==> src/design/page_framebuffer_byte_blit_macros.svh <==
// ----------------------------------------------------------------------------
// Page framebuffer byte blitter: assertion macros
// Concurrent checks clocked on clock and disabled during reset.
// ----------------------------------------------------------------------------
`ifndef PAGE_FRAMEBUFFER_BYTE_BLIT_MACROS_SVH
`define PAGE_FRAMEBUFFER_BYTE_BLIT_MACROS_SVH

`ifndef SYNTHESIS

// Plain property check
`define PFBB_ASSERT(label, prop, msg) \
   label: assert property (@(posedge clock) disable iff (reset) (prop)) \
      else $error(msg);

// Same-cycle implication
`define PFBB_ASSERT_IMPL(label, ante, cons, msg) \
   label: assert property (@(posedge clock) disable iff (reset) (ante) |-> (cons)) \
      else $error(msg);

`else

`define PFBB_ASSERT(label, prop, msg)
`define PFBB_ASSERT_IMPL(label, ante, cons, msg)

`endif

`endif

==> src/design/pfbb_pkg.sv <==
// ----------------------------------------------------------------------------
// Page framebuffer byte blitter: package
// Geometry constants, opcodes, controller states and shared structs.
// ----------------------------------------------------------------------------
package pfbb_pkg;

   localparam int DISPLAY_WIDTH  = 84;
   localparam int DISPLAY_HEIGHT = 48;
   localparam int PAGE_COUNT     = DISPLAY_HEIGHT / 8;
   localparam int STORE_DEPTH    = DISPLAY_WIDTH * PAGE_COUNT;
   localparam int ADDR_W         = $clog2(STORE_DEPTH);
   localparam int SPILL_LIMIT    = DISPLAY_HEIGHT - 8;

   typedef enum logic [1:0] {
      OP_DRAW       = 2'd0,
      OP_CLEAR_BYTE = 2'd1,
      OP_CLEAR_ALL  = 2'd2,
      OP_READ       = 2'd3
   } opcode_type;

   typedef enum logic [2:0] {
      ST_CLEAR,
      ST_IDLE,
      ST_MERGE1,
      ST_MERGE2,
      ST_READ
   } state_type;

   // Decoded target of one item
   typedef struct packed {
      logic              hit;
      logic              spill;
      logic [2:0]        shift;
      logic [ADDR_W-1:0] addr1;
      logic [ADDR_W-1:0] addr2;
   } job_type;

   // Store port controls
   typedef struct packed {
      logic              wr_en;
      logic [ADDR_W-1:0] wr_addr;
      logic [7:0]        wr_data;
      logic              rd_en;
      logic [ADDR_W-1:0] rd_addr;
   } mem_ctl_type;

endpackage

==> src/design/pfbb_store.sv <==
// ----------------------------------------------------------------------------
// Page framebuffer byte blitter: frame store
// One write and one read port, registered read data.
// ----------------------------------------------------------------------------
module pfbb_store (
   input  logic                 clock,
   input  pfbb_pkg::mem_ctl_type mem_ctl,
   output logic [7:0]           rd_data
);
   import pfbb_pkg::*;

   logic [7:0] mem [STORE_DEPTH];
   logic [7:0] rd_data_ff;

   always_ff @(posedge clock) begin
      if (mem_ctl.wr_en) begin
         mem[mem_ctl.wr_addr] <= mem_ctl.wr_data;
      end
   end

   always_ff @(posedge clock) begin
      if (mem_ctl.rd_en) begin
         rd_data_ff <= mem[mem_ctl.rd_addr];
      end
   end

   assign rd_data = rd_data_ff;

endmodule

==> src/design/pfbb_decode.sv <==
// ----------------------------------------------------------------------------
// Page framebuffer byte blitter: target decode
// Page/column bounds, spill test and store addresses of an item.
// ----------------------------------------------------------------------------
module pfbb_decode (
   input  logic [7:0]        req_column,
   input  logic [7:0]        req_row,
   output pfbb_pkg::job_type job
);
   import pfbb_pkg::*;

   logic [4:0]        page;
   logic              col_ok;
   logic              page_ok;
   logic [ADDR_W-1:0] base;

   assign page    = req_row[7:3];
   assign col_ok  = {1'b0, req_column} < 9'(DISPLAY_WIDTH);
   assign page_ok = {1'b0, page} < 6'(PAGE_COUNT);
   assign base    = ADDR_W'(page) * ADDR_W'(DISPLAY_WIDTH);

   always_comb begin
      job.hit   = col_ok && page_ok;
      job.shift = req_row[2:0];
      // spill only for an unaligned row with a page below it
      job.spill = (req_row[2:0] != 3'd0)
               && ({1'b0, req_row} < 9'(SPILL_LIMIT))
               && (({1'b0, page} + 6'd1) < 6'(PAGE_COUNT));
      job.addr1 = base + ADDR_W'(req_column);
      job.addr2 = base + ADDR_W'(req_column) + ADDR_W'(DISPLAY_WIDTH);
   end

endmodule

==> src/design/pfbb_ctrl.sv <==
// ----------------------------------------------------------------------------
// Page framebuffer byte blitter: controller
// Clear sweep, read-modify-write sequencing and the result register.
// ----------------------------------------------------------------------------
`include "page_framebuffer_byte_blit_macros.svh"

module pfbb_ctrl (
   input  logic                  clock,
   input  logic                  reset,
   input  logic                  req_valid,
   output logic                  req_ready,
   input  logic [1:0]            req_opcode,
   input  logic [7:0]            req_pixels,
   input  pfbb_pkg::job_type     dec,
   output pfbb_pkg::mem_ctl_type mem_ctl,
   input  logic [7:0]            rd_data,
   output logic                  rsp_valid,
   input  logic                  rsp_ready,
   output logic [7:0]            rsp_read_data
);
   import pfbb_pkg::*;

   state_type         state_ff, state_in;
   logic [ADDR_W-1:0] clear_index_ff, clear_index_in;
   job_type           job_ff, job_in;
   logic [7:0]        pix_ff, pix_in;
   logic              rsp_valid_ff, rsp_valid_in;
   logic [7:0]        rsp_data_ff, rsp_data_in;
   opcode_type        op;
   logic              accept;
   logic              slot_free;
   logic [7:0]        lo_mask;
   logic [7:0]        new1;
   logic [7:0]        new2;

   assign op        = opcode_type'(req_opcode);
   assign slot_free = !rsp_valid_ff || rsp_ready;
   // a read waits until the result register can take its byte
   assign req_ready = (state_ff == ST_IDLE) && (slot_free || op != OP_READ);
   assign accept    = req_valid && req_ready;

   assign lo_mask = ~(8'hFF << job_ff.shift);
   assign new1    = (rd_data & lo_mask) | (pix_ff << job_ff.shift);
   assign new2    = (rd_data & ~lo_mask) | (pix_ff >> (4'd8 - {1'b0, job_ff.shift}));

   // next state
   always_comb begin
      state_in = state_ff;
      unique case (state_ff)
         ST_CLEAR: begin
            if (clear_index_ff == ADDR_W'(STORE_DEPTH - 1)) state_in = ST_IDLE;
         end
         ST_IDLE: begin
            if (accept) begin
               unique case (op)
                  OP_CLEAR_ALL: state_in = ST_CLEAR;
                  OP_READ:      state_in = ST_READ;
                  default:      state_in = dec.hit ? ST_MERGE1 : ST_IDLE;
               endcase
            end
         end
         ST_MERGE1: state_in = job_ff.spill ? ST_MERGE2 : ST_IDLE;
         ST_MERGE2: state_in = ST_IDLE;
         ST_READ:   state_in = ST_IDLE;
         default:   state_in = ST_IDLE;
      endcase
   end

   // store controls and datapath
   always_comb begin
      mem_ctl        = '0;
      clear_index_in = clear_index_ff;
      job_in         = job_ff;
      pix_in         = pix_ff;
      rsp_valid_in   = rsp_valid_ff && !rsp_ready;
      rsp_data_in    = rsp_data_ff;
      unique case (state_ff)
         ST_CLEAR: begin
            mem_ctl.wr_en   = 1'b1;
            mem_ctl.wr_addr = clear_index_ff;
            mem_ctl.wr_data = 8'h00;
            clear_index_in  = (clear_index_ff == ADDR_W'(STORE_DEPTH - 1))
                              ? '0 : clear_index_ff + 1'b1;
         end
         ST_IDLE: begin
            if (accept) begin
               job_in          = dec;
               pix_in          = (op == OP_DRAW) ? req_pixels : 8'h00;
               mem_ctl.rd_en   = 1'b1;
               mem_ctl.rd_addr = dec.addr1;
            end
         end
         ST_MERGE1: begin
            mem_ctl.wr_en   = 1'b1;
            mem_ctl.wr_addr = job_ff.addr1;
            mem_ctl.wr_data = new1;
            mem_ctl.rd_en   = job_ff.spill;
            mem_ctl.rd_addr = job_ff.addr2;
         end
         ST_MERGE2: begin
            mem_ctl.wr_en   = 1'b1;
            mem_ctl.wr_addr = job_ff.addr2;
            mem_ctl.wr_data = new2;
         end
         ST_READ: begin
            rsp_valid_in = 1'b1;
            rsp_data_in  = job_ff.hit ? rd_data : 8'h00;
         end
         default: ;
      endcase
   end

   always_ff @(posedge clock) begin
      if (reset) begin
         state_ff       <= ST_CLEAR;
         clear_index_ff <= '0;
         rsp_valid_ff   <= 1'b0;
      end else begin
         state_ff       <= state_in;
         clear_index_ff <= clear_index_in;
         rsp_valid_ff   <= rsp_valid_in;
      end
   end

   always_ff @(posedge clock) begin
      job_ff      <= job_in;
      pix_ff      <= pix_in;
      rsp_data_ff <= rsp_data_in;
   end

   assign rsp_valid     = rsp_valid_ff;
   assign rsp_read_data = rsp_data_ff;

   `PFBB_ASSERT_IMPL(a_no_rw_clash, mem_ctl.wr_en && mem_ctl.rd_en, mem_ctl.wr_addr != mem_ctl.rd_addr, "read and write hit the same entry")
   `PFBB_ASSERT_IMPL(a_wr_in_range, mem_ctl.wr_en, mem_ctl.wr_addr <= ADDR_W'(STORE_DEPTH - 1), "write beyond the store")
   `PFBB_ASSERT(a_rsp_from_read, $rose(rsp_valid_ff) |-> $past(state_ff == ST_READ), "result without a read")
   `PFBB_ASSERT(a_spill_after_merge, (state_ff == ST_MERGE2) |-> $past(state_ff == ST_MERGE1 && job_ff.spill), "spill write without primary merge")

endmodule

==> src/design/page_framebuffer_byte_blit.sv <==
// ----------------------------------------------------------------------------
// Page framebuffer byte blitter: top level
// Page-organised monochrome framebuffer with byte draw, clear and read.
// ----------------------------------------------------------------------------
// Usage:
//  req_* carries one item per valid/ready handshake: opcode, column, row and
//  pixels. Draw and clear-byte merge a shifted byte into its page byte and,
//  for an unaligned row with a page below, the spill into that page. Items
//  outside the display are dropped. A read returns one byte on rsp_*.
//  A draw or clear-byte reads its page byte when accepted, writes it in
//  MERGE1 and, on a spill, the page below in MERGE2 (one store write each,
//  one read port on the store). A read passes the store read register and
//  the result register to rsp_*. Clear-all sweeps the store one entry a
//  cycle, all 504 entries; after reset the same pass runs, req_ready low.
//  The result register holds a finished read while rsp_ready is low; draws
//  are still taken then, a further read waits until the register frees.
// ----------------------------------------------------------------------------
module page_framebuffer_byte_blit (
   input  logic       clock,
   input  logic       reset,
   input  logic       req_valid,
   output logic       req_ready,
   input  logic [1:0] req_opcode,
   input  logic [7:0] req_column,
   input  logic [7:0] req_row,
   input  logic [7:0] req_pixels,
   output logic       rsp_valid,
   input  logic       rsp_ready,
   output logic [7:0] rsp_read_data
);
   import pfbb_pkg::*;

   job_type     dec;
   mem_ctl_type mem_ctl;
   logic [7:0]  rd_data;

   pfbb_decode u_decode (
      .req_column (req_column),
      .req_row    (req_row),
      .job        (dec)
   );

   pfbb_store u_store (
      .clock   (clock),
      .mem_ctl (mem_ctl),
      .rd_data (rd_data)
   );

   pfbb_ctrl u_ctrl (
      .clock         (clock),
      .reset         (reset),
      .req_valid     (req_valid),
      .req_ready     (req_ready),
      .req_opcode    (req_opcode),
      .req_pixels    (req_pixels),
      .dec           (dec),
      .mem_ctl       (mem_ctl),
      .rd_data       (rd_data),
      .rsp_valid     (rsp_valid),
      .rsp_ready     (rsp_ready),
      .rsp_read_data (rsp_read_data)
   );

endmodule

==> config.mk <==
export PLATFORM = sky130hd
export DESIGN_NAME = page_framebuffer_byte_blit
export DESIGN_NICKNAME = d
export VERILOG_FILES = /design/src/design/pfbb_pkg.sv /design/src/design/pfbb_store.sv /design/src/design/pfbb_decode.sv /design/src/design/pfbb_ctrl.sv /design/src/design/page_framebuffer_byte_blit.sv
export VERILOG_INCLUDE_DIRS = /design/src /design/src/design
export SDC_FILE = /design/constraint.sdc
export NUM_CORES = 2
export LEC_CHECK = 0
export ABC_AREA = 1
export BUFFER_PORTS_ARGS = -buffer_cell sky130_fd_sc_hd__buf_2
export CAP_MARGIN = 5
export CORE_AREA = 2 2 699 701
export CTS_CLUSTER_DIAMETER = 150
export DETAILED_ROUTE_END_ITERATION = 6
export DIE_AREA = 0 0 701 703
export PLACE_DENSITY = 0.52
export SYNTH_ARGS = -nofsm -noshare
export SYNTH_HDL_FRONTEND = slang
export SYNTH_SLANG_ARGS = --single-unit
export TNS_END_PERCENT = 100
==> constraint.sdc <==
create_clock -name clock -period 39.1 [get_ports clock]
set_input_delay 3.91 -clock clock [delete_from_list [all_inputs] [get_ports clock]]
set_output_delay 3.91 -clock clock [all_outputs]
set_load 0.03 [all_outputs]
* Yosys cells after proc, flatten, opt, wreduce, memory -nomap -nowiden
Memory sizes are Yosys's and may differ from the RTL's. A register that Yosys moved wholly into a read port is not among the register bits.
Cells that the tools add are included.
** Storage, ports and cells
- Output and inout port bits :: 10
- Register bits after elaboration :: 52
- Memories kept :: 1
- RAM bits :: 4032
** Memories
- u_store.mem :: depth 504, bits a word 8, rd ports 1, clocked after Yosys merged registers in 1, wr ports 1, RTL line pfbb_store.sv:12 : logic [7:0] mem [STORE_DEPTH];
** Cells by class
- Add/sub/neg operators :: 5
- Equality and inequality tests :: 10
- Mux-type cells :: 13
- $mul :: 1
- Bitwise logic cells :: 6
- Shift-type cells :: 3
- Order comparisons :: 4
- Reductions and logical operators :: 15
** Operators with widths (count)
- 18-bit one-hot mux with 3 select lines :: 1
- 10-bit one-hot mux with 2 select lines :: 1
- 8-bit AND :: 2
- 8-bit inverter :: 2
- 8-bit bitwise OR :: 2
- 10-bit two-way mux :: 1
- 9-bit by 1-bit adder with 9-bit output, second input constant :: 1
- 9-bit by 7-bit adder with 9-bit output, second input constant :: 1
- 9-bit by 8-bit adder with 9-bit output :: 1
- 9-bit equality test, second input constant :: 1
- 9-bit two-way mux :: 1
- 3-bit one-hot mux with 3 select lines :: 1
- 8-bit by 6-bit less-than comparator with 1-bit output, second input constant :: 1
- 8-bit by 7-bit less-than comparator with 1-bit output, second input constant :: 1
- 8-bit by 3-bit left shift with 8-bit output :: 1
- 8-bit by 3-bit left shift with 8-bit output, first input constant :: 1
- 8-bit by 4-bit right shift with 8-bit output :: 1
- 5-bit by 5-bit multiplier with 7-bit output, second input constant :: 1
- 5-bit by 1-bit adder with 6-bit output, second input constant :: 1
- 3-bit by 2-bit equality test with 1-bit output, second input constant :: 2
- 1-bit logical AND :: 6
- 6-bit by 3-bit less-than comparator with 1-bit output, second input constant :: 1
- 3-bit two-way mux :: 2
- 3-bit one-hot mux with 2 select lines :: 1
- other kinds (15) :: 23

* Logic depth before layout (Yosys ltp)
- Depth after elaboration :: 8
- Gate-level depth with buffers :: 20

* By module
From an unflattened synthesis, not the netlist that was laid out.
** Unflattened totals
- Cells, all modules :: 14283
- Area, all modules :: 168032.4 um2
** Modules (own cells, without submodules)
- pfbb_store :: cells an instance 13778, area each 164308.8 um2, sequential area each 121316.4 um2, times used 1
- pfbb_ctrl :: cells an instance 375, area each 2950.3 um2, sequential area each 1431.4 um2, times used 1
- pfbb_decode :: cells an instance 130, area each 773.2 um2, sequential area each 0.0 um2, times used 1

* Worst setup path after synthesis
Ideal clock, no wire load.
- Path kind :: register to register
- Start :: register u_ctrl.job_ff[18] in the netlist's numbering
- End :: memory u_store.mem[0][7], data pin
- Required time :: 34.995 ns
- Path slack :: 13.824 ns
- Path buffers :: 2
- Data arrival time :: 21.171 ns
- Stages on the path, launching flop included :: 9
- Cell sequence :: edfxtp_1 > clkbuf_1 > inv_1 > clkbuf_1 > ha_1 > ha_1 > nor2_1 > a31oi_1 > o21ai_0
** RTL lines
- start: declaration :: RTL line pfbb_ctrl.sv:25 : job_type job_ff, job_in;
- start signal: assignment :: RTL line pfbb_ctrl.sv:126 : job_ff <= job_in;
- end: declaration :: RTL line pfbb_store.sv:12

* Worst setup path in the final report
- Start :: input rsp_ready
- End :: register u_store.rd_data_ff[7] (netlist: u_store.rd_data[7]) (read register of u_store.mem), data pin
** On the way
- Word-level cells in the longest chain between the ends :: 6
** Ends and longest elaborated chain
- start: declaration :: RTL line page_framebuffer_byte_blit.sv:28 : input logic rsp_ready,
- 1-bit logical OR :: RTL line pfbb_ctrl.sv:37 : assign slot_free = !rsp_valid_ff || rsp_ready;
- 1-bit logical OR :: RTL line pfbb_ctrl.sv:39 : assign req_ready = (state_ff == ST_IDLE) && (slot_free || op != OP_READ);
- 1-bit logical AND :: RTL line pfbb_ctrl.sv:39
- 1-bit logical AND :: RTL line pfbb_ctrl.sv:40 : assign accept = req_valid && req_ready;
- 10-bit two-way mux :: RTL line pfbb_ctrl.sv:86 : if (accept) begin
- 10-bit one-hot mux with 2 select lines :: RTL line pfbb_ctrl.sv:77 : unique case (state_ff)
- end: declaration :: RTL line pfbb_store.sv:13 : logic [7:0] rd_data_ff;
No other way between the ends.
A chain may end at the register's enable or synchronous reset.

==> impl_metrics.yaml <==
clock_network:
  clock-root-buffer: "clkbuf_16"
  path_clk_slew_ns: 0.06
  cts.sinks: 4090
  post_cts_resized: 0
  postCtsHoldBufs: 0
  cts_buffers: 440
  cts_tree: "done"
  clk_path_buf_depth: 4
  clock_latency_ns: 1.00
  h-tree-depth: 5
  post_cts_buffers: 0
critical_path:
  critPathMaxStageDelay_ns: 0.75
  worstReg2RegEnd: "u_store.rd_data[7]$_DFFE_PP_"
  reg2regPathDepth: 22
  critical_path.slowest_cell: "inv_8"
  reg2reg_slack_ns: 30.96
  reg2reg_from: "u_ctrl.state_ff[2]$_SDFFE_PP0P_"
  crit_top_cell: "nand2_1"
  crit_chain: "buf_2, nor2_1, nand2_1, nand4_4, nand2_4, inv_8, buf_4, buf_4, buf_4, buf_4, nand2_1, nand2_1, nand2_1, nand3_1, nand3_1, nand2_1, nand2_1, nand3_1, nand2_1, nand3_1, nand3_1, nand2_1"
  cp.arrival_ns: 10.71
  critPathKind: "in -> reg"
  crit_path_start_kind: "input port"
  worst_setup_path_end_kind: "flop"
  critical_path_required_ns: 39.91
  path_max_fanout: 96
  critPathTopFamily: "buffers and inverters"
  crit_buf_inv: 6
logic_synthesis:
  ys_types: 50
  postSynthAreaPerCell_sq_um: 11.83
  ys_warn_count: 0
  ys_seq_area_share_pct: 72.49
  ys_ff_latch: 4090
  netlist_area_sq_um: 169200
  synth_cells: 14310
  synth_top_area_cell: "edfxtp_1"
  synth_fp_nets: 14360
  synth_area_leaders: "edfxtp_1 (72%), nand3_1 (15%), nand2_1 (6.8%)"
  synth_top_area_share_pct: 72.34
floorplan:
  die-area_sq_um: 492800
  initial_utilization_pct: 34.90
  io_pins: 40
  fp-row-count: 256
  core_sq_um: 484900
  die_h_microns: 703
  dieWidth_microns: 701
layout:
  syn2layout_area_growth_pct: 11.14
  register_area_sq_um: 122700
  final_nets: 13920
  fillerInstances: 46380
  final_area_sq_um: 188100
  drive_gt1_share_pct: 6.132
  multi_input_area_sq_um: 41010
detailed_routing:
  drt-total-wl_mm: 525.6
  drt_iter0_drc: 12790
  viasPerCell: 5.450
  drc: 0
  vias: 112800
  ant_nets: 0
  firstDrtPassIters: 6
  avgRoutedWirePerCell_microns: 25.39
sta:
  rsz0062_at_grt: "no"
  holdWs_ns: 0.4949
  fmax_mhz: 101.0
  finalSetupViolations: 0
  relSlewSlack_pct: 13.25
  hold_violations: 0
  fin_tns_setup_ns: 0
  fin_crit_ns: 9.897
  fin_crit_sh_pct: 25.31
  drv_slew: 0
  fin_ws_ns: 29.20
  worst_slew_pin_slew_ns: 1.300
  finClkSkew_ns: 0.07940
flow_run:
  cap_violations: 0
grt:
  antenna_found_initial: 34
  grt_start_max_net_pins: 188
  grt_first_pass_wirelength_mm: 761.9
  grt_pass1_vias: 106200
  grt_use_total_pct: 20.63
  overflow: 0
placed_design:
  io_buffer_count: 39
  place_area_sq_um: 174400
  dpl.hpwl_mm: 277.4
  globalplace.congestion: 0.8155
  post-place-ws_ns: 28.30
power_and_ir_drop:
  total_power_mw: 8.837
  power_density_nw_per_um2: 46.98
  leakagePower_nw: 60.24
  irDropWorstVdd_v: 0.00003863
min_path:
  whs_path_depth: 2
  min-delay-path-class: "reg -> reg"
  min_delay_worst_endpoint: "u_ctrl.clear_index_ff[1]$_SDFFE_PP0N_"
  hp-start: "u_ctrl.clear_index_ff[1]$_SDFFE_PP0N_"
outcome:
  status: "finished clean"
==> registers in the layout, summed over array words and instances, names as in the netlist <==
| name | cells |
|---|---|
| u_store.mem | 4032 |
| u_ctrl.job_ff | 21 |
| u_ctrl.clear_index_ff | 9 |
| u_ctrl.pix_ff | 8 |
| u_ctrl.rsp_read_data | 8 |
| u_store.rd_data | 8 |
| u_ctrl.state_ff | 3 |
| u_ctrl.rsp_valid | 1 |
==> layer usage <==
metal	GRT usage [%]	wire length [microns]
met5	0	35
met4	6.852	17730
met3	3.074	39400
met2	32.21	241500
met1	29.53	227000
==> worst max-delay path by stage <==
stage,startpoint,endpoint,cells after the start
global placement,rsp_ready,u_store.rd_data[7]$_DFFE_PP_,22
detailed placement,rsp_ready,u_store.rd_data[7]$_DFFE_PP_,22
floorplan,u_ctrl.job_ff[18]$_DFFE_PP_,u_store.mem[0][7]$_DFFE_PP_,8
finish,rsp_ready,u_store.rd_data[7]$_DFFE_PP_,22
global route,rsp_ready,u_store.rd_data[0]$_DFFE_PP_,22
CTS,rsp_ready,u_store.rd_data[7]$_DFFE_PP_,22
==> cells in the mapped netlist (all sizes together) <==
library cell,instances
nand3,5111
edfxtp,4077
nand2,3075
buf,742
nor2,570
clkbuf,362
inv,162
o21ai,37
nand3b,34
a21oi,27
ha,19
dfxtp,13
xor2,9
o22ai,7
a211oi,6
nor3,6
xnor2,6
a221oi,5
a22o,5
a31oi,4
or2,4
nand4,3
o21a,3
o221ai,3
a21o,2
and2,2
fa,2
o21bai,2
a211o,1
a32o,1
clkinv,1
nor4,1
o2111ai,1
o211ai,1
o31ai,1
==> area by class of cell <==
cell class	count	share of cell area, %
antenna	12	0.01596
clock buffer	553	6.123
sequential	4090	65.22
timing repair buffer	230	1.066
tap	6450	4.290
clock inverter	253	1.133
inverter	163	0.3459
multi-input combinational	8948	21.80
==> through the flow <==
stage	utilization [%]	std cells
after detailed placement	35.97	19880
after floorplan	-	14310
final	38.79	20700
after global routing	38.79	20690
after CTS	38.78	20690
after global placement	35.97	19880
==> power by group <==
part / total [mW] / internal [mW] / switching [mW] / leakage [nW]
clock network: 4.02 / 2.27 / 1.75 / 6.69
registers: 4.75 / 4.75 / 0.000888 / 30.2
logic: 0.0658 / 0.0137 / 0.0521 / 23.4
total: 8.84 / 7.03 / 1.80 / 60.2
==> worst reg2reg max path, stage by stage (launching register included) <==
cell     delay (ns)
dfxtp_1        0.64
inv_2          0.14
nand3_4        0.19
inv_2          0.29
nand2_8        0.47
nand2_4        0.59
inv_8          0.78
buf_4          0.80
buf_4          0.79
buf_4          0.75
buf_4          0.65
nand2_1        0.13
nand2_1        0.08
nand2_1        0.05
nand3_1        0.10
nand3_1        0.15
nand2_1        0.14
nand2_1        0.12
nand3_1        0.19
nand2_1        0.18
nand3_1        0.19
nand3_1        0.36
nand2_1        0.19
==> cells in the final DEF (no fill, tap or decap), types with 34 or more instances in the layout <==
cell type / count
inv_1: 154
nand3b_1: 34
clkinv_2: 81
clkbuf_1: 107
edfxtp_1: 4077
o21ai_0: 34
buf_2: 39
clkbuf_16: 442
nor2_1: 565
nand3_1: 5109
nand2_1: 3055
clkinv_1: 113
buf_4: 161
==> kinds of logic after synthesis <==
logic type      share of synthesized area, %
compound gates                        0.4000
flops                                  72.49
fa+ha+maj                             0.1641
xor+xnor                             0.07763
simple gates                           23.43
buf+inv                                3.435
Power figures use the tool's default switching activity.
